### src/sv/mp2x2_pkg.sv
// Shared constants and types for the 2x2 stride-2 max pooling block.
`default_nettype none
package mp2x2_pkg;

	localparam int MAX_WIDTH    = 32;
	localparam int MAX_HEIGHT   = 32;
	localparam int MAX_CHANNELS = 64;
	localparam int DATA_WIDTH   = 16;

	localparam int STORE_DEPTH = (MAX_WIDTH + 1) / 2;
	localparam int SLOT_W      = $clog2(STORE_DEPTH);

	// position counters
	localparam int COL_W  = $clog2(MAX_WIDTH);
	localparam int ROW_W  = $clog2(MAX_HEIGHT);
	localparam int CHAN_W = $clog2(MAX_CHANNELS);

	// clamped sizes
	localparam int DIM_W  = $clog2(MAX_WIDTH + 1);
	localparam int HDIM_W = $clog2(MAX_HEIGHT + 1);
	localparam int CC_W   = $clog2(MAX_CHANNELS + 1);

	// register file
	localparam int WIDTH_REG_W  = 6;
	localparam int HEIGHT_REG_W = 6;
	localparam int CHAN_REG_W   = 7;
	localparam int ADDR_W       = 4;
	localparam int APB_DATA_W   = 32;

	localparam logic [1:0] REG_IMAGE_WIDTH   = 2'd0;
	localparam logic [1:0] REG_IMAGE_HEIGHT  = 2'd1;
	localparam logic [1:0] REG_CHANNEL_COUNT = 2'd2;

	localparam logic [WIDTH_REG_W-1:0]  WIDTH_RESET    = WIDTH_REG_W'(24);
	localparam logic [HEIGHT_REG_W-1:0] HEIGHT_RESET   = HEIGHT_REG_W'(24);
	localparam logic [CHAN_REG_W-1:0]   CHANNELS_RESET = CHAN_REG_W'(20);

	typedef logic signed [DATA_WIDTH-1:0] data_t;

	typedef struct packed {
		logic [DIM_W-1:0]  width;
		logic [HDIM_W-1:0] height;
		logic [CC_W-1:0]   channels;
		logic [DIM_W-1:0]  pair_cols;
		logic [HDIM_W-1:0] pair_rows;
	} dims_t;

	typedef struct packed {
		logic              in_pair;
		logic              odd_col;
		logic              odd_row;
		logic              last_win;
		logic [SLOT_W-1:0] slot;
	} pos_t;

endpackage
`default_nettype wire

### src/sv/max_pool_2x2_stride2.sv
// Top level: streaming 2x2 stride-2 max pooling over signed feature maps.
//
//   channel   handshake                     payload
//   sample    sample_valid / sample_ready   sample[15:0] signed
//   pooled    pooled_valid / pooled_ready   pooled_value[15:0] signed, frame_end
//   config    psel/penable/pwrite, pready   paddr[3:0], pwdata/prdata[31:0]
//
// One sample word per cycle sustained unless a stalled output fills the read stage.
// Even-row pairs are written to the line store on acceptance; odd-row pairs read it,
// and the result passes through the line store read and then the output register.
// Reset clears counters, the held value and all valid flags; the line store is not cleared.
// A stalled output holds the read stage; samples keep flowing until that stage is full.
`default_nettype none
module max_pool_2x2_stride2 (
	input  wire logic                             clk,
	input  wire logic                             arst_n,
	input  wire logic                             sample_valid,
	output logic                                  sample_ready,
	input  wire mp2x2_pkg::data_t                 sample,
	output logic                                  pooled_valid,
	input  wire logic                             pooled_ready,
	output mp2x2_pkg::data_t                      pooled_value,
	output logic                                  frame_end,
	input  wire logic                             psel,
	input  wire logic                             penable,
	input  wire logic                             pwrite,
	input  wire logic [mp2x2_pkg::ADDR_W-1:0]     paddr,
	input  wire logic [mp2x2_pkg::APB_DATA_W-1:0] pwdata,
	output logic      [mp2x2_pkg::APB_DATA_W-1:0] prdata,
	output logic                                  pready
);
	import mp2x2_pkg::*;

	dims_t dims;
	pos_t  pos;
	logic  accept;
	logic  mem_we;
	logic  mem_re;
	data_t pair_max;
	data_t rd_data;
	data_t win_max;

	data_t held_q;
	logic  valid_s1;
	data_t m_s1;
	logic  fe_s1;
	logic  s1_move;
	logic  out_valid_q;
	data_t out_value_q;
	logic  out_fe_q;

	mp2x2_cfg u_cfg (
		.clk     (clk),
		.arst_n  (arst_n),
		.psel    (psel),
		.penable (penable),
		.pwrite  (pwrite),
		.paddr   (paddr),
		.pwdata  (pwdata),
		.prdata  (prdata),
		.pready  (pready),
		.dims    (dims)
	);

	mp2x2_pos u_pos (
		.clk     (clk),
		.arst_n  (arst_n),
		.advance (accept),
		.dims    (dims),
		.pos     (pos)
	);

	assign accept   = sample_valid & sample_ready;
	assign pair_max = (held_q > sample) ? held_q : sample;
	assign mem_we   = accept & pos.in_pair & pos.odd_col & ~pos.odd_row;
	assign mem_re   = accept & pos.in_pair & pos.odd_col & pos.odd_row;

	mp2x2_line_mem u_mem (
		.clk   (clk),
		.we    (mem_we),
		.waddr (pos.slot),
		.wdata (pair_max),
		.re    (mem_re),
		.raddr (pos.slot),
		.rdata (rd_data)
	);

	always_ff @(posedge clk or negedge arst_n) begin
		if (!arst_n) begin
			held_q <= '0;
		end else if (accept && pos.in_pair && !pos.odd_col) begin
			held_q <= sample;
		end
	end

	// read stage: waits on the line store word, drains into the output register
	assign s1_move      = valid_s1 & (~out_valid_q | pooled_ready);
	assign sample_ready = ~valid_s1 | s1_move;

	always_ff @(posedge clk or negedge arst_n) begin
		if (!arst_n) begin
			valid_s1 <= 1'b0;
		end else if (mem_re) begin
			valid_s1 <= 1'b1;
		end else if (s1_move) begin
			valid_s1 <= 1'b0;
		end
	end

	always_ff @(posedge clk) begin
		if (mem_re) begin
			m_s1  <= pair_max;
			fe_s1 <= pos.last_win;
		end
	end

	assign win_max = (rd_data > m_s1) ? rd_data : m_s1;

	always_ff @(posedge clk or negedge arst_n) begin
		if (!arst_n) begin
			out_valid_q <= 1'b0;
		end else if (s1_move) begin
			out_valid_q <= 1'b1;
		end else if (pooled_ready) begin
			out_valid_q <= 1'b0;
		end
	end

	always_ff @(posedge clk) begin
		if (s1_move) begin
			out_value_q <= win_max;
			out_fe_q    <= fe_s1;
		end
	end

	assign pooled_valid = out_valid_q;
	assign pooled_value = out_value_q;
	assign frame_end    = out_fe_q;

	a_no_rw_same_cycle: assert property (@(posedge clk) disable iff (!arst_n)
		!(mem_we && mem_re))
		else $error("line store written and read by the same word");

	a_read_fills_s1: assert property (@(posedge clk) disable iff (!arst_n)
		mem_re |=> valid_s1)
		else $error("line store read did not fill the read stage");

	a_s1_holds: assert property (@(posedge clk) disable iff (!arst_n)
		valid_s1 && !s1_move |=> valid_s1 && $stable(m_s1) && $stable(rd_data))
		else $error("stalled read stage lost its word");

	a_full_blocks_input: assert property (@(posedge clk) disable iff (!arst_n)
		valid_s1 && out_valid_q && !pooled_ready |-> !sample_ready)
		else $error("sample taken while both stages are full");

endmodule
`default_nettype wire

### src/sv/mp2x2_cfg.sv
// APB register file for the frame size, with clamping of the sizes.
`default_nettype none
module mp2x2_cfg (
	input  wire logic                            clk,
	input  wire logic                            arst_n,
	input  wire logic                            psel,
	input  wire logic                            penable,
	input  wire logic                            pwrite,
	input  wire logic [mp2x2_pkg::ADDR_W-1:0]    paddr,
	input  wire logic [mp2x2_pkg::APB_DATA_W-1:0] pwdata,
	output logic      [mp2x2_pkg::APB_DATA_W-1:0] prdata,
	output logic                                 pready,
	output mp2x2_pkg::dims_t                     dims
);
	import mp2x2_pkg::*;

	logic [WIDTH_REG_W-1:0]  width_q;
	logic [HEIGHT_REG_W-1:0] height_q;
	logic [CHAN_REG_W-1:0]   channels_q;
	logic                    wr_en;
	logic [1:0]              reg_idx;

	assign pready  = 1'b1;
	assign wr_en   = psel & penable & pwrite;
	assign reg_idx = paddr[3:2];

	always_ff @(posedge clk or negedge arst_n) begin
		if (!arst_n) begin
			width_q    <= WIDTH_RESET;
			height_q   <= HEIGHT_RESET;
			channels_q <= CHANNELS_RESET;
		end else if (wr_en) begin
			case (reg_idx)
				REG_IMAGE_WIDTH:   width_q    <= pwdata[WIDTH_REG_W-1:0];
				REG_IMAGE_HEIGHT:  height_q   <= pwdata[HEIGHT_REG_W-1:0];
				REG_CHANNEL_COUNT: channels_q <= pwdata[CHAN_REG_W-1:0];
				default: ;
			endcase
		end
	end

	always_comb begin
		case (reg_idx)
			REG_IMAGE_WIDTH:   prdata = APB_DATA_W'(width_q);
			REG_IMAGE_HEIGHT:  prdata = APB_DATA_W'(height_q);
			REG_CHANNEL_COUNT: prdata = APB_DATA_W'(channels_q);
			default:           prdata = '0;
		endcase
	end

	// width and height below 2 act as 2, a channel count of 0 as 1; above the maximum saturate
	always_comb begin
		if (width_q < 2)
			dims.width = DIM_W'(2);
		else if (width_q > MAX_WIDTH)
			dims.width = DIM_W'(MAX_WIDTH);
		else
			dims.width = DIM_W'(width_q);

		if (height_q < 2)
			dims.height = HDIM_W'(2);
		else if (height_q > MAX_HEIGHT)
			dims.height = HDIM_W'(MAX_HEIGHT);
		else
			dims.height = HDIM_W'(height_q);

		if (channels_q < 1)
			dims.channels = CC_W'(1);
		else if (channels_q > MAX_CHANNELS)
			dims.channels = CC_W'(MAX_CHANNELS);
		else
			dims.channels = CC_W'(channels_q);

		dims.pair_cols = {dims.width[DIM_W-1:1], 1'b0};
		dims.pair_rows = {dims.height[HDIM_W-1:1], 1'b0};
	end

endmodule
`default_nettype wire

### src/sv/mp2x2_pos.sv
// Column, row and channel counters and the window decode of the current word.
`default_nettype none
module mp2x2_pos (
	input  wire logic             clk,
	input  wire logic             arst_n,
	input  wire logic             advance,
	input  wire mp2x2_pkg::dims_t dims,
	output mp2x2_pkg::pos_t       pos
);
	import mp2x2_pkg::*;

	logic [COL_W-1:0]  col_q;
	logic [ROW_W-1:0]  row_q;
	logic [CHAN_W-1:0] chan_q;
	logic [DIM_W-1:0]  col_inc;
	logic [HDIM_W-1:0] row_inc;
	logic [CC_W-1:0]   chan_inc;
	logic              col_wrap;
	logic              row_wrap;
	logic              chan_wrap;

	assign col_inc   = DIM_W'(col_q) + DIM_W'(1);
	assign row_inc   = HDIM_W'(row_q) + HDIM_W'(1);
	assign chan_inc  = CC_W'(chan_q) + CC_W'(1);
	assign col_wrap  = col_inc >= dims.width;
	assign row_wrap  = row_inc >= dims.height;
	assign chan_wrap = chan_inc >= dims.channels;

	always_ff @(posedge clk or negedge arst_n) begin
		if (!arst_n) begin
			col_q  <= '0;
			row_q  <= '0;
			chan_q <= '0;
		end else if (advance) begin
			if (col_wrap) begin
				col_q <= '0;
				if (row_wrap) begin
					row_q  <= '0;
					chan_q <= chan_wrap ? '0 : chan_inc[CHAN_W-1:0];
				end else begin
					row_q <= row_inc[ROW_W-1:0];
				end
			end else begin
				col_q <= col_inc[COL_W-1:0];
			end
		end
	end

	assign pos.in_pair  = (DIM_W'(col_q) < dims.pair_cols) && (HDIM_W'(row_q) < dims.pair_rows);
	assign pos.odd_col  = col_q[0];
	assign pos.odd_row  = row_q[0];
	assign pos.slot     = col_q[COL_W-1:1];
	assign pos.last_win = (col_inc == dims.pair_cols) && (row_inc == dims.pair_rows)
		&& (chan_inc == dims.channels);

endmodule
`default_nettype wire

### src/sv/mp2x2_line_mem.sv
// Half-width line store of column-pair maxima, one write and one registered read port.
`default_nettype none
module mp2x2_line_mem (
	input  wire logic                         clk,
	input  wire logic                         we,
	input  wire logic [mp2x2_pkg::SLOT_W-1:0] waddr,
	input  wire mp2x2_pkg::data_t             wdata,
	input  wire logic                         re,
	input  wire logic [mp2x2_pkg::SLOT_W-1:0] raddr,
	output mp2x2_pkg::data_t                  rdata
);
	import mp2x2_pkg::*;

	data_t mem [STORE_DEPTH];

	always_ff @(posedge clk) begin
		if (we) begin
			mem[waddr] <= wdata;
		end
	end

	// read data holds until the next read
	always_ff @(posedge clk) begin
		if (re) begin
			rdata <= mem[raddr];
		end
	end

endmodule
`default_nettype wire

### config.mk
export PLATFORM = sky130hd
export DESIGN_NAME = max_pool_2x2_stride2
export DESIGN_NICKNAME = d
export VERILOG_FILES = /design/src/sv/mp2x2_pkg.sv /design/src/sv/max_pool_2x2_stride2.sv /design/src/sv/mp2x2_cfg.sv /design/src/sv/mp2x2_pos.sv /design/src/sv/mp2x2_line_mem.sv
export SDC_FILE = /design/constraint.sdc
export NUM_CORES = 1
export LEC_CHECK = 0
export ABC_AREA = 1
export BUFFER_PORTS_ARGS = -buffer_cell sky130_fd_sc_hd__buf_4
export CORE_MARGIN = 4
export CORE_UTILIZATION = 50
export DETAILED_ROUTE_END_ITERATION = 7
export PLACE_DENSITY = 0.68
export SLEW_MARGIN = 25
export SYNTH_ARGS = -nofsm -noshare
export SYNTH_HDL_FRONTEND = slang
export SYNTH_SLANG_ARGS = --single-unit
### constraint.sdc
create_clock -name clk -period 7.64 [get_ports clk]
set_input_delay 1.528 -clock clk [delete_from_list [all_inputs] [get_ports clk]]
set_output_delay 1.528 -clock clk [all_outputs]
set_load 0.05 [all_outputs]
# Word-level counts from Yosys, hierarchy flattened
# Memory sizes are Yosys's and may differ from the RTL's. A register that Yosys moved wholly into a read port is not among the register bits.
# Cells that the tools add are included.
# Widths: inputs -> output; s select.
# totals
inputBits,59
ramBits,256
mem_count,1
register_bits,87
# mem_list
memory,depth,word_bits,rd,rd_clocked_by_memory_dff,wr,line,text
u_mem.mem,16,16,1,1,1,mp2x2_line_mem.sv:14,data_t mem [STORE_DEPTH];
# classes
addsub,3
n_eq_ne,5
n_bitwise,13
mux,18
reduce_logical,14
order_cmp,13
# op_table
op,n
$gt 16x16->1,2
$mux 16,2
$mux 6,5
$pmux 7 s3,1
$mux 7,2
$add 5x1->6 const B,2
$eq 6x6->1,2
$ge 6x6->1,2
$gt 6x6->1 const B,2
$lt 5x6->1,2
$lt 6x2->1 const B,2
$mux 5,2
$and 1x1->1,8
$reduce_and 2->1,4
$add 6x1->7 const B,1
$eq 7x7->1,1
$ge 7x7->1,1
$gt 7x7->1 const B,1
$lt 7x1->1 const B,1
$mux 1,6
$logic_and 1x1->1,5
$reduce_bool 2->1,2
$not 1->1,3
$reduce_and 3->1,1
other kinds (5),6

# Longest topological paths before layout
# Gate-level depths: netlist of run 1.
# depth
ltp_word,10
depth_mapped,16
ltp_nobuf,15

# By module
# Synthesis of run 1 repeated with hierarchy kept, for this count alone.
# unflattened
hier_cells,1904
hier_area_um2,18051.1
# by_module_without_submodules
mod,area_each_um2,cells_each,n_inst
mp2x2_line_mem,11541.1,1074,1
max_pool_2x2_stride2,3250.6,360,1
mp2x2_pos,1815.5,277,1
mp2x2_cfg,1443.9,193,1

# Worst setup path after synthesis of run 1
# OpenSTA, ideal clock, no wires.
# synth_timing
path_kind,in2reg
from,in pooled_ready
to,reg fe_s1 (enable)
t_required_ps,7217
slack_ps,3270
path_stages,10
n_path_buf,0
t_arrival_ps,3947
path_cell_list,inv_1 -> nand3_2 -> nand2_1 -> inv_2 -> nand3_1 -> nor2_1 -> nand2_1 -> nor2_4 -> nand2_1 -> nor2_1
# synth_via
elab_chain_len,7
# synth_lines
item,line,text
"start, declared",max_pool_2x2_stride2.sv:21,"input wire logic pooled_ready,"
$or 1x1->1,max_pool_2x2_stride2.sv:97,assign s1_move = valid_s1 & (~out_valid_q | pooled_ready);
$and 1x1->1,max_pool_2x2_stride2.sv:97,
$or 1x1->1,max_pool_2x2_stride2.sv:98,assign sample_ready = ~valid_s1 | s1_move;
via sample_ready,max_pool_2x2_stride2.sv:18,"output logic sample_ready,"
$and 1x1->1,max_pool_2x2_stride2.sv:73,assign accept = sample_valid & sample_ready;
$and 1x1->1 (3 in a row),max_pool_2x2_stride2.sv:76,assign mem_re = accept & pos.in_pair & pos.odd_col & pos.odd_row;
via mem_re,max_pool_2x2_stride2.sv:38,logic mem_re;
"end signal, assigned",max_pool_2x2_stride2.sv:113,fe_s1 <= pos.last_win;
"end, declared",max_pool_2x2_stride2.sv:46,logic fe_s1;
# The timed path passes the listed nets, and every way through them passes these cells.
# A chain may end at the register's enable or synchronous reset.

# Worst setup path in the final report of run 1
# layout_timing
from,in paddr[3] (netlist name)
to,out prdata[1] (netlist name)
# layout_via
elab_chain_len,2
elab_cells_between_ends,4
cone_classes,eq/ne (2); mux (1); reduce/logical (1)
# layout_lines
item,line,text
"start, declared",max_pool_2x2_stride2.sv:27,"input wire logic [mp2x2_pkg::ADDR_W-1:0] paddr,"
"$eq 2x2->1, or another cell as far along",mp2x2_cfg.sv:43,case (reg_idx)
$pmux 7 s3 *,mp2x2_cfg.sv:43,
"end, declared",max_pool_2x2_stride2.sv:29,"output logic [mp2x2_pkg::APB_DATA_W-1:0] prdata,"
# Mark *: on every way between the ends. The rest lies on a longest branch, timed or not.

==> results of run 1 <==
==> stage by stage <==
step,cell area [um2],hold slack [ns],util,std cells,setup slack [ns]
after floorplan,15900,0.400,-,1351,3.27
after global placement,16600,0.410,0.537,1750,3.28
after detailed placement,16600,0.412,0.537,1750,3.21
after CTS,17800,0.426,0.577,1821,3.67
after global routing,17800,0.435,0.577,1821,3.47
final,17800,0.428,0.577,1821,3.65
==> cell families (layout without fill, tap and decap cells) <==
| kind of cell | Yosys count | after routing |
|---|---|---|
| buffers and inverters | 169 | 243 |
| DFF | 359 | 359 |
| and+or+nand+nor | 513 | 513 |
| xor gates and xnor gates | 7 | 7 |
| other | 2 | 26 |
| adders and majority gates | 61 | 61 |
| AOI/OAI and AO/OA | 216 | 216 |
==> worst reg2reg max path, delay by kind of cell, from the launching register on <==
kind | cells | cell delay (ns)
buffers and inverters | 4 | 1.04
AND/OR/NAND/NOR | 7 | 1.02
flip-flops | 1 | 0.55
adder cells (fa/ha/maj) | 1 | 0.29
AO/OA/AOI/OAI | 2 | 0.24
XOR/XNOR | 1 | 0.17
==> power by group through the flow <==
stage / Combinational, uW / Sequential, uW / Clock [uW]
CTS: 1890 / 2810 / 1820
global placement: 1800 / 2840 / 0
floorplan: 1340 / 2830 / 0
finish: 1890 / 2810 / 1790
detailed placement: 1880 / 2850 / 0
global route: 2150 / 2830 / 1910
==> layout make-up <==
| cell class | instances | share of cell area |
|---|---|---|
| Clock buffer | 54 | 0.0595 |
| Clock inverter | 17 | 0.00905 |
| Multi-Input combinational cell | 823 | 0.261 |
| Sequential cell | 359 | 0.590 |
| Timing Repair Buffer | 78 | 0.0328 |
| Tap cell | 396 | 0.0278 |
| Inverter | 94 | 0.0198 |
==> state kept, by name, summed over array words and instances (netlist names) <==
register          flops
u_mem.mem           256
held_q               16
m_s1                 16
pooled_value         16
u_mem.rdata          16
u_cfg.channels_q      7
u_cfg.height_q        6
u_cfg.width_q         6
u_pos.chan_q          6
u_pos.col_q           5
u_pos.row_q           5
fe_s1                 1
frame_end             1
pooled_valid          1
valid_s1              1
==> routing by layer <==
metal	up-vias	wire length, um
li1	4868	-
met1	4966	15700
met2	302	16000
met3	51	1920
met4	0	546
met5	-	0
==> worst max-delay path by stage <==
stage	start	cells past startpoint	slack (ns)	end
after floorplan	pooled_ready	10	3.27	fe_s1
after global placement	sample[15]	9	3.28	u_mem.mem[1][1]
after detailed placement	sample[15]	9	3.21	m_s1[1]
after CTS	paddr[3]	5	3.67	prdata[1]
after global routing	sample[15]	9	3.47	u_mem.mem[14][2]
final	paddr[3]	5	3.65	prdata[1]
==> synth_stat cells, types with 7 or more instances <==
cell,n
nand2_1,348
ha_1,61
xor2_1,7
a22oi_1,128
dfrtp_1,47
buf_4,28
nor2_1,56
edfxtp_1,306
o21ai_2,15
nand3_1,26
nand4_1,59
a21oi_1,18
clkbuf_1,22
o21ai_0,38
inv_1,91
buf_2,16
==> impl_metrics.json, run 1 <==
{
  "status": "finished clean",
  "cp.required_ns": 6.11,
  "grt_usage": 0.201,
  "overflow": 0,
  "drv_slew": 0,
  "clk_pin_slew_ns": 0.05,
  "cts_setup_buffers": 0,
  "drc": 0,
  "nets": 1515,
  "power.switching_uw": 2260,
  "pin_count": 111,
  "synth_top_area_frac": 0.580,
  "crit_path_end_kind": "primary output",
  "detailed_place_hpwl_mm": 21.8,
  "skew_ns": 0.0228,
  "drt_iter0_markers": 952,
  "path_delay_family": "simple AND/OR/NAND/NOR gates",
  "yosysWarnings": 0,
  "sw_frac_of_total": 0.347,
  "synth_compound_area_frac": 0.0941,
  "cts_root_buffer": "clkbuf_16",
  "r2r_start": "u_pos.col_q[2]",
  "cts-resized-gates": 0,
  "rsz0062_at_grt": "no",
  "grt_max_degree": 67,
  "drt-total-wl_mm": 34.1,
  "r2r-end": "u_pos.row_q[0]",
  "power_frac_comb": 0.291,
  "slew_headroom": 0.367,
  "hp-start": "fe_s1",
  "rows": 64,
  "min_path_type": "reg -> reg",
  "start_kind": "primary input",
  "clock_sinks": 359,
  "finalHoldViolCount": 0,
  "die_area_mm2": 0.0346,
  "drv_cap": 0,
  "worstMarginPinSlew_ns": 0.949,
  "ir_drop_uv": 245,
  "gr-usage-met3": 0.0264,
  "finalSetupTns_ns": 0,
  "synth_seq_cells": 359,
  "min_period_over_period": 0.522,
  "synth_edf_count": 306,
  "critPathSlowestCell": "nor2_1",
  "ys.flop_type": "edfxtp_1",
  "final_common_cell": "nand2_1",
  "fmax_ghz": 0.251,
  "antenna_cells": 0,
  "die_w_um": 186,
  "p_leak_uw": 0.00708,
  "ys_seq_area_frac": 0.664,
  "tritoncts": "yes",
  "syn_inst": 1327,
  "clock_path_buffers": 3,
  "antenna_found_initial": 0,
  "p_int_uw": 4240,
  "worstPathMaxFanout": 7,
  "layout_common_cells": "nand2_1, edfxtp_1, a22oi_1",
  "drive_above_1_share": 0.123,
  "yosysTopAreaCell": "edfxtp_1",
  "clk_latency_ns": 0.52,
  "crit_chain": "buf_4 -> nor2_1 -> nand2_1 -> o211ai_1 -> buf_4",
  "p_per_area_mw_per_mm2": 364,
  "vias_per_cell": 5.59,
  "first_pass_iters": 6,
  "power_frac_seq": 0.433,
  "vias": 10200,
  "r2r_setup_slack_ns": 4.23,
  "fillCellCount": 2502,
  "synth_top_family_by_area": "simple AND/OR/NAND/NOR gates",
  "cp_common_cell": "buf_4",
  "critPathArrivalTime_ns": 2.46,
  "hold_buffers": 0,
  "multi_input_area_mm2": 0.00466,
  "slowest_delay_ns": 0.35,
  "synth_xor_area_frac": 0.00387,
  "start_util": 0.512,
  "synth_fa_ha_area_frac": 0.0482,
  "die_h_um": 186,
  "path_buf_inv": 2,
  "routedWlPerCell_um": 18.7,
  "grt_pass1_vias": 10100,
  "holdPathEnd": "frame_end",
  "grtUsageMet1": 0.300,
  "post_synth_mux_area_share": 0,
  "async_reset_ff_frac": 0.148,
  "hold_depth": 0,
  "fp.coreArea_mm2": 0.0309,
  "port_buffers": 57,
  "area_growth_pct": 12.7,
  "final_antenna_net_count": 0,
  "synthTopCellsByArea": "edfxtp_1, nand2_1, dfrtp_1",
  "htreeDepth": 2,
  "setup_viol": 0,
  "grt_pass1_wl_mm": 54.9,
  "clock_power_share": 0.276,
  "place_congestion": 0.859,
  "avgSynthCellArea_um2": 11.9,
  "syn-cell-area_mm2": 0.0158,
  "critPathKind": "in -> out",
  "seqCellArea_mm2": 0.0105,
  "met2_usage": 0.319,
  "layout_min_cycle_time_ns": 3.99,
  "busiest_layer": "met2",
  "synth.distinct_cells": 40,
  "worst_r2r_path_depth": 15,
  "synth-simple-area-share": 0.140,
  "numCtsBuffers": 39,
  "power_uw": 6500
}
Note: power is estimated with default switching activity, not from simulation.
==> inputs of run 2 (changes only) <==
--- a/config.mk
+++ b/config.mk
@@ -5,7 +5,7 @@
 export SDC_FILE = /design/constraint.sdc
 export NUM_CORES = 1
 export LEC_CHECK = 0
-export ABC_AREA = 1
+export ABC_AREA = 0
 export BUFFER_PORTS_ARGS = -buffer_cell sky130_fd_sc_hd__buf_4
 export CORE_MARGIN = 4
 export CORE_UTILIZATION = 50
==> constraint.sdc (replaced) <==
create_clock -name clk -period 4.1 [get_ports clk]
set_input_delay 0.82 -clock clk [delete_from_list [all_inputs] [get_ports clk]]
set_output_delay 0.82 -clock clk [all_outputs]
set_load 0.05 [all_outputs]
==> run 2 against run 1 <==
Critical path depth is 4 higher. Clock-buffer cell count is 5 lower. Design area is 3.2% higher. Synthesized cell count is 26% lower. Wire length is 5.4% lower. Critical path type is now reg -> reg. Total power is 94% higher. Sequential cell count stayed put. Via count is 15% lower. Largest power group unchanged.
==> impl_metrics.json, run 2 <==
{
  "async_reset_ff_frac": 0.148,
  "p_per_area_mw_per_mm2": 686,
  "layout_common_cells": "edfxtp_1, buf_4, mux4_2",
  "fin_hold_ws_ns": 0.358,
  "finalHoldViolCount": 0,
  "critPathArrivalTime_ns": 3.48,
  "synth_common_cells": "edfxtp_1, mux4_2, nand2_1, ha_1, dfrtp_1",
  "die_w_um": 188,
  "p_leak_uw": 0.00662,
  "final_antenna_net_count": 0,
  "critPathSlowestCell": "or3_1",
  "port_buffers": 57,
  "htreeDepth": 2,
  "status": "finished clean",
  "clock_path_buffers": 3,
  "synth_top_area_frac": 0.569,
  "rows": 65,
  "start_util": 0.509,
  "path_delay_family": "simple AND/OR/NAND/NOR gates",
  "path_buf_inv": 2,
  "clock_sinks": 359,
  "ys.flop_type": "edfxtp_1",
  "fin_cells": 1506,
  "pin_count": 111,
  "place_congestion": 0.814,
  "routedWlPerCell_um": 21.4,
  "fmax_ghz": 0.306,
  "die_area_mm2": 0.0352,
  "syn-cell-area_mm2": 0.0162,
  "crit_chain": "inv_1 -> nand2_1 -> ha_1 -> a21oi_1 -> o21ai_0 -> o311a_1 -> or3_1 -> nor2_2 -> buf_4",
  "die_h_um": 188,
  "min_period_over_period": 0.797,
  "power.switching_uw": 4000,
  "antenna_found_initial": 0,
  "first_pass_iters": 4,
  "start_kind": "flip-flop",
  "cts_setup_buffers": 0,
  "area_growth_pct": 14.0,
  "clk_latency_ns": 0.51,
  "grt_pass1_vias": 8734,
  "rsz0062_at_grt": "no",
  "cts-resized-gates": 0,
  "grt_max_degree": 71,
  "fillCellCount": 2389,
  "seqCellArea_mm2": 0.0105,
  "yosysTopAreaCell": "edfxtp_1",
  "detailed_place_hpwl_mm": 21.2,
  "worstPathMaxFanout": 10,
  "synth.distinct_cells": 59,
  "numCtsBuffers": 38,
  "sw_frac_of_total": 0.317,
  "drt-total-wl_mm": 32.3,
  "min_path_type": "in -> async",
  "worstMarginPinSlew_ns": 1.03,
  "tritoncts": "yes",
  "power_uw": 12600,
  "p_int_uw": 8630,
  "final_core_util": 0.580,
  "vias_per_cell": 5.75,
  "regMostFlops": "u_mem.mem",
  "synthTopCellsByArea": "edfxtp_1, mux4_2, dfrtp_1",
  "multi_input_area_mm2": 0.00522,
  "hold_buffers": 0,
  "drv_cap": 0,
  "nets": 1196,
  "clock_power_share": 0.272,
  "syn_inst": 988,
  "placed_cells": 1438,
  "slew_headroom": 0.314,
  "ys_seq_area_frac": 0.651,
  "avgSynthCellArea_um2": 16.3,
  "largest_reg_flops": 256,
  "drc": 0,
  "fp.coreArea_mm2": 0.0317,
  "skew_ns": 0.0123,
  "setup_viol": 0,
  "grt_pass1_wl_mm": 50.8,
  "grt_usage": 0.185,
  "finalSetupTns_ns": 0,
  "vias": 8656,
  "cp.required_ns": 4.31,
  "power_frac_seq": 0.413,
  "synth_most_common_cell": "edfxtp_1",
  "drv_slew": 0,
  "power_frac_comb": 0.315,
  "final_common_cell": "edfxtp_1",
  "yosysWarnings": 0,
  "antenna_cells": 0,
  "drt_iter0_markers": 806,
  "crit_path_end_kind": "flip-flop",
  "slowest_delay_ns": 0.50,
  "ir_drop_uv": 468,
  "overflow": 0,
  "clk_pin_slew_ns": 0.06,
  "layout_min_cycle_time_ns": 3.27,
  "cts_root_buffer": "clkbuf_16",
  "drive_above_1_share": 0.274,
  "critPathKind": "reg -> reg",
  "synth_seq_cells": 359,
  "synth_edf_count": 306
}
-- run 2: stage by stage --
step                area [um2]  setup WS, ns
global placement         17100         0.774
detailed placement       17100         0.734
floorplan                16300        0.0364
global route             18400         0.667
finish                   18400         0.832
CTS                      18400         0.809
-- run 2: final cells by class --
type                            instances  area share
Clock buffer                           49      0.0567
Clock inverter                         19      0.0120
Inverter                               42     0.00856
Multi-Input combinational cell        542       0.284
Sequential cell                       359       0.572
Tap cell                              402      0.0273
Timing Repair Buffer                   93      0.0400
-- run 2: per-layer routing --
metal	share of wire	vias to the layer above	track usage
met1	0.46	4373	0.277
met5	0	-	0
li1	-	4002	-
met2	0.47	238	0.294
met3	0.052	43	0.0242
met4	0.016	0	0.0435
-- run 2: final timing paths --
kind                            depth (start not counted)             start  slack, ns               to
min in group clk                                        0             fe_s1       0.43        frame_end
worst max-delay path                                    9  u_cfg.width_q[5]       0.83  u_mem.mem[9][5]
worst max register to register                          9  u_cfg.width_q[5]       0.83  u_mem.mem[9][5]
worst min-delay path                                    1            arst_n       0.36   u_pos.row_q[1]
worst min register to register                          0             fe_s1       0.43        frame_end
max in group asynchronous                               1            arst_n       3.18   u_pos.col_q[1]
-- run 2: worst reg2reg max path, stage by stage (launching register included) --
cell and delay, ns:
dfrtp_1 0.37, inv_1 0.20, nand2_1 0.14, ha_1 0.30
a21oi_1 0.17, o21ai_0 0.11, o311a_1 0.48, or3_1 0.50
nor2_2 0.40, buf_4 0.29
-- run 2: cells by family after synthesis --
group / count (synthesis) / synth area share
DFF: 359 / 0.651
and+or+nand+nor: 195 / 0.0617
muxes: 139 / 0.151
buffers and inverters: 111 / 0.0363
AOI/OAI and AO/OA: 110 / 0.0456
adders and majority gates: 61 / 0.0473
xor gates and xnor gates: 11 / 0.00596
other: 2 / 0.000465
-- run 2: power by group through the flow --
stage / registers, uW / clock network (uW) / logic, uW
2_1_floorplan: 5290 / 0 / 2920
3_3_place_gp: 5270 / 0 / 3910
3_5_place_dp: 5290 / 0 / 4000
4_1_cts: 5210 / 3510 / 4020
5_1_grt: 5260 / 3680 / 4380
6_report: 5210 / 3440 / 3980
==> inputs of run 3 (changes only) <==
--- a/config.mk
+++ b/config.mk
@@ -10,7 +10,7 @@
 export CORE_MARGIN = 4
 export CORE_UTILIZATION = 50
 export DETAILED_ROUTE_END_ITERATION = 7
-export PLACE_DENSITY = 0.68
+export PLACE_DENSITY = 0.71
 export SLEW_MARGIN = 25
 export SYNTH_ARGS = -nofsm -noshare
 export SYNTH_HDL_FRONTEND = slang
==> constraint.sdc (replaced) <==
create_clock -name clk -period 2.76 [get_ports clk]
set_input_delay 0.552 -clock clk [delete_from_list [all_inputs] [get_ports clk]]
set_output_delay 0.552 -clock clk [all_outputs]
set_load 0.05 [all_outputs]
==> run 3 against run 2 <==
Via count grew 12%. First-iteration DRC count up 13%. Combinational power rose by 95%. Critical path depth grew 2. Setup slack lost 0.79 ns. Non-clock buffer count rose by 72. Sequential cell count unchanged. Clock-buffer cell count down 1. Largest cell class unchanged.
==> impl_metrics.json, run 3 (same netlist as run 2, synthesis figures left out) <==
{
  "place_congestion": 0.805,
  "finalHoldViolCount": 0,
  "power_frac_comb": 0.378,
  "overflow": 0,
  "fmax_ghz": 0.368,
  "antenna_cells": 0,
  "drv_cap": 0,
  "sw_frac_of_total": 0.328,
  "final_antenna_net_count": 0,
  "p_leak_uw": 0.00726,
  "p_per_area_mw_per_mm2": 1040,
  "routedWlPerCell_um": 24.4,
  "r2r_setup_slack_ns": 0.04,
  "finalSetupTns_ns": 0,
  "worstMarginPinSlew_ns": 0.710,
  "power_frac_seq": 0.377,
  "skew_ns": 0.0217,
  "ir_drop_uv": 749,
  "fillCellCount": 2278,
  "nets": 1295,
  "grt_max_degree": 54,
  "fin_area_mm2": 0.0198,
  "cp_common_cell": "buf_12",
  "start_util": 0.509,
  "drive_above_1_share": 0.353,
  "power.switching_uw": 6750,
  "detailed_place_hpwl_mm": 22.9,
  "largest_reg_flops": 256,
  "power_uw": 20600,
  "clock_power_share": 0.244,
  "area_growth_pct": 22.4,
  "numCtsBuffers": 38,
  "first_pass_iters": 5,
  "slew_headroom": 0.527,
  "layout_min_cycle_time_ns": 2.72,
  "critPathArrivalTime_ns": 2.94,
  "pin_count": 111,
  "port_buffers": 57,
  "htreeDepth": 2,
  "clk_pin_slew_ns": 0.06,
  "drt-total-wl_mm": 39.1,
  "fp.coreArea_mm2": 0.0317,
  "cts_root_buffer": "clkbuf_16",
  "clk_latency_ns": 0.52,
  "layout_common_cells": "edfxtp_1, buf_4, mux4_2",
  "drc": 0,
  "setup_viol": 0,
  "drt_iter0_markers": 912,
  "clock_path_buffers": 3,
  "crit_chain": "nand2_4 -> ha_4 -> a21oi_4 -> o21ai_2 -> o311a_4 -> nor2_4 -> nand3_4 -> buf_6 -> nor3_4 -> buf_12 -> buf_12",
  "p_int_uw": 13800,
  "antenna_found_initial": 0,
  "vias": 9663,
  "fin_hold_ws_ns": 0.0697,
  "regMostFlops": "u_mem.mem",
  "die_area_mm2": 0.0352,
  "min_path_type": "in -> async",
  "grt_usage": 0.199,
  "die_w_um": 188,
  "cp.required_ns": 2.98,
  "rows": 65,
  "clock_sinks": 359,
  "die_h_um": 188,
  "worstPathMaxFanout": 7,
  "status": "finished clean",
  "final_common_cell": "edfxtp_1",
  "critPathSlowestCell": "dfstp_2",
  "final_core_util": 0.624,
  "start_kind": "flip-flop",
  "critPathKind": "reg -> reg",
  "place_area_mm2": 0.0179,
  "grt_pass1_wl_mm": 54.2,
  "slowest_delay_ns": 0.58,
  "drv_slew": 0,
  "vias_per_cell": 6.03,
  "grt_pass1_vias": 9202,
  "min_period_over_period": 0.984,
  "tritoncts": "yes",
  "crit_path_end_kind": "flip-flop"
}
==> run 3: cell types whose count changed in the layout (fill, tap and decap cells not counted), moves of 4 or more <==
| cell | delta |
|---|---|
| buf_4 | +49 |
| mux2_2 | +4 |
| buf_12 | +16 |
| nor2_4 | +7 |
| mux2_4 | +23 |
| buf_6 | +4 |
| inv_1 | -4 |
| ha_1 | -4 |
| nand2_1 | -4 |
| nor2_2 | -6 |
==> run 3: through the flow <==
stage | std cells | setup WS [ns]
2_1_floorplan | 1012 | -0.272
3_3_place_gp | 1500 | -0.162
3_5_place_dp | 1500 | -0.240
4_1_cts | 1565 | -0.0715
5_1_grt | 1602 | -0.0515
6_report | 1602 | 0.0433
==> run 3: worst max-delay path, delay by kind of cell, from the launching register on <==
kind / cells / cell delay [ns]
flip-flops: 1 / 0.58
AO/OA/AOI/OAI: 3 / 0.63
buffers and inverters: 3 / 0.44
AND/OR/NAND/NOR: 4 / 0.56
adder cells (fa/ha/maj): 1 / 0.23
==> run 3: repair_timing <==
| item | CTS | global route |
|---|---|---|
| gates resized for setup | 0 | 54 |
| hold buffers | 0 | 0 |
| gates cloned | 0 | 31 |
| setup endpoints to repair | 96 | 563 |
| setup buffers | 0 | 6 |
| pin swaps | 0 | 7 |
==> run 3: layout make-up <==
cell class	instances	area (um2)	share of cell area
clock buffer	48	1020	0.0516
clock inverter	17	205	0.0104
inverter	42	161	0.00816
multi-input combinational	569	5810	0.294
sequential	359	10500	0.533
tap	402	503	0.0254
timing repair buffer	165	1540	0.0781
==> run 3: power groups by stage <==
stage | registers (uW) | logic [uW] | clock network [uW]
2_1_floorplan | 7850 | 4450 | 0
3_3_place_gp | 7790 | 6300 | 0
3_5_place_dp | 7810 | 6510 | 0
4_1_cts | 7700 | 6540 | 5100
5_1_grt | 7810 | 8350 | 5360
6_report | 7760 | 7780 | 5030
==> run 3: layer usage <==
layer	GRT usage	vias to the layer above	wire, um	share of wire
met5	0	-	0	0
met4	0.0375	0	520	0.013
met3	0.0415	54	3560	0.091
met2	0.327	421	19000	0.49
met1	0.281	4926	16000	0.41
li1	-	4262	-	-
==> run 3: final timing paths <==
path / endpoint / start / cells after the start
max: u_mem.mem[15][14] / u_cfg.width_q[3] / 11
min: pooled_valid / arst_n / 1
max reg2reg: u_mem.mem[15][14] / u_cfg.width_q[3] / 11
min reg2reg: frame_end / fe_s1 / 0
max in group asynchronous: held_q[9] / arst_n / 1
min in group clk: u_cfg.channels_q[6] / pwdata[6] / 3
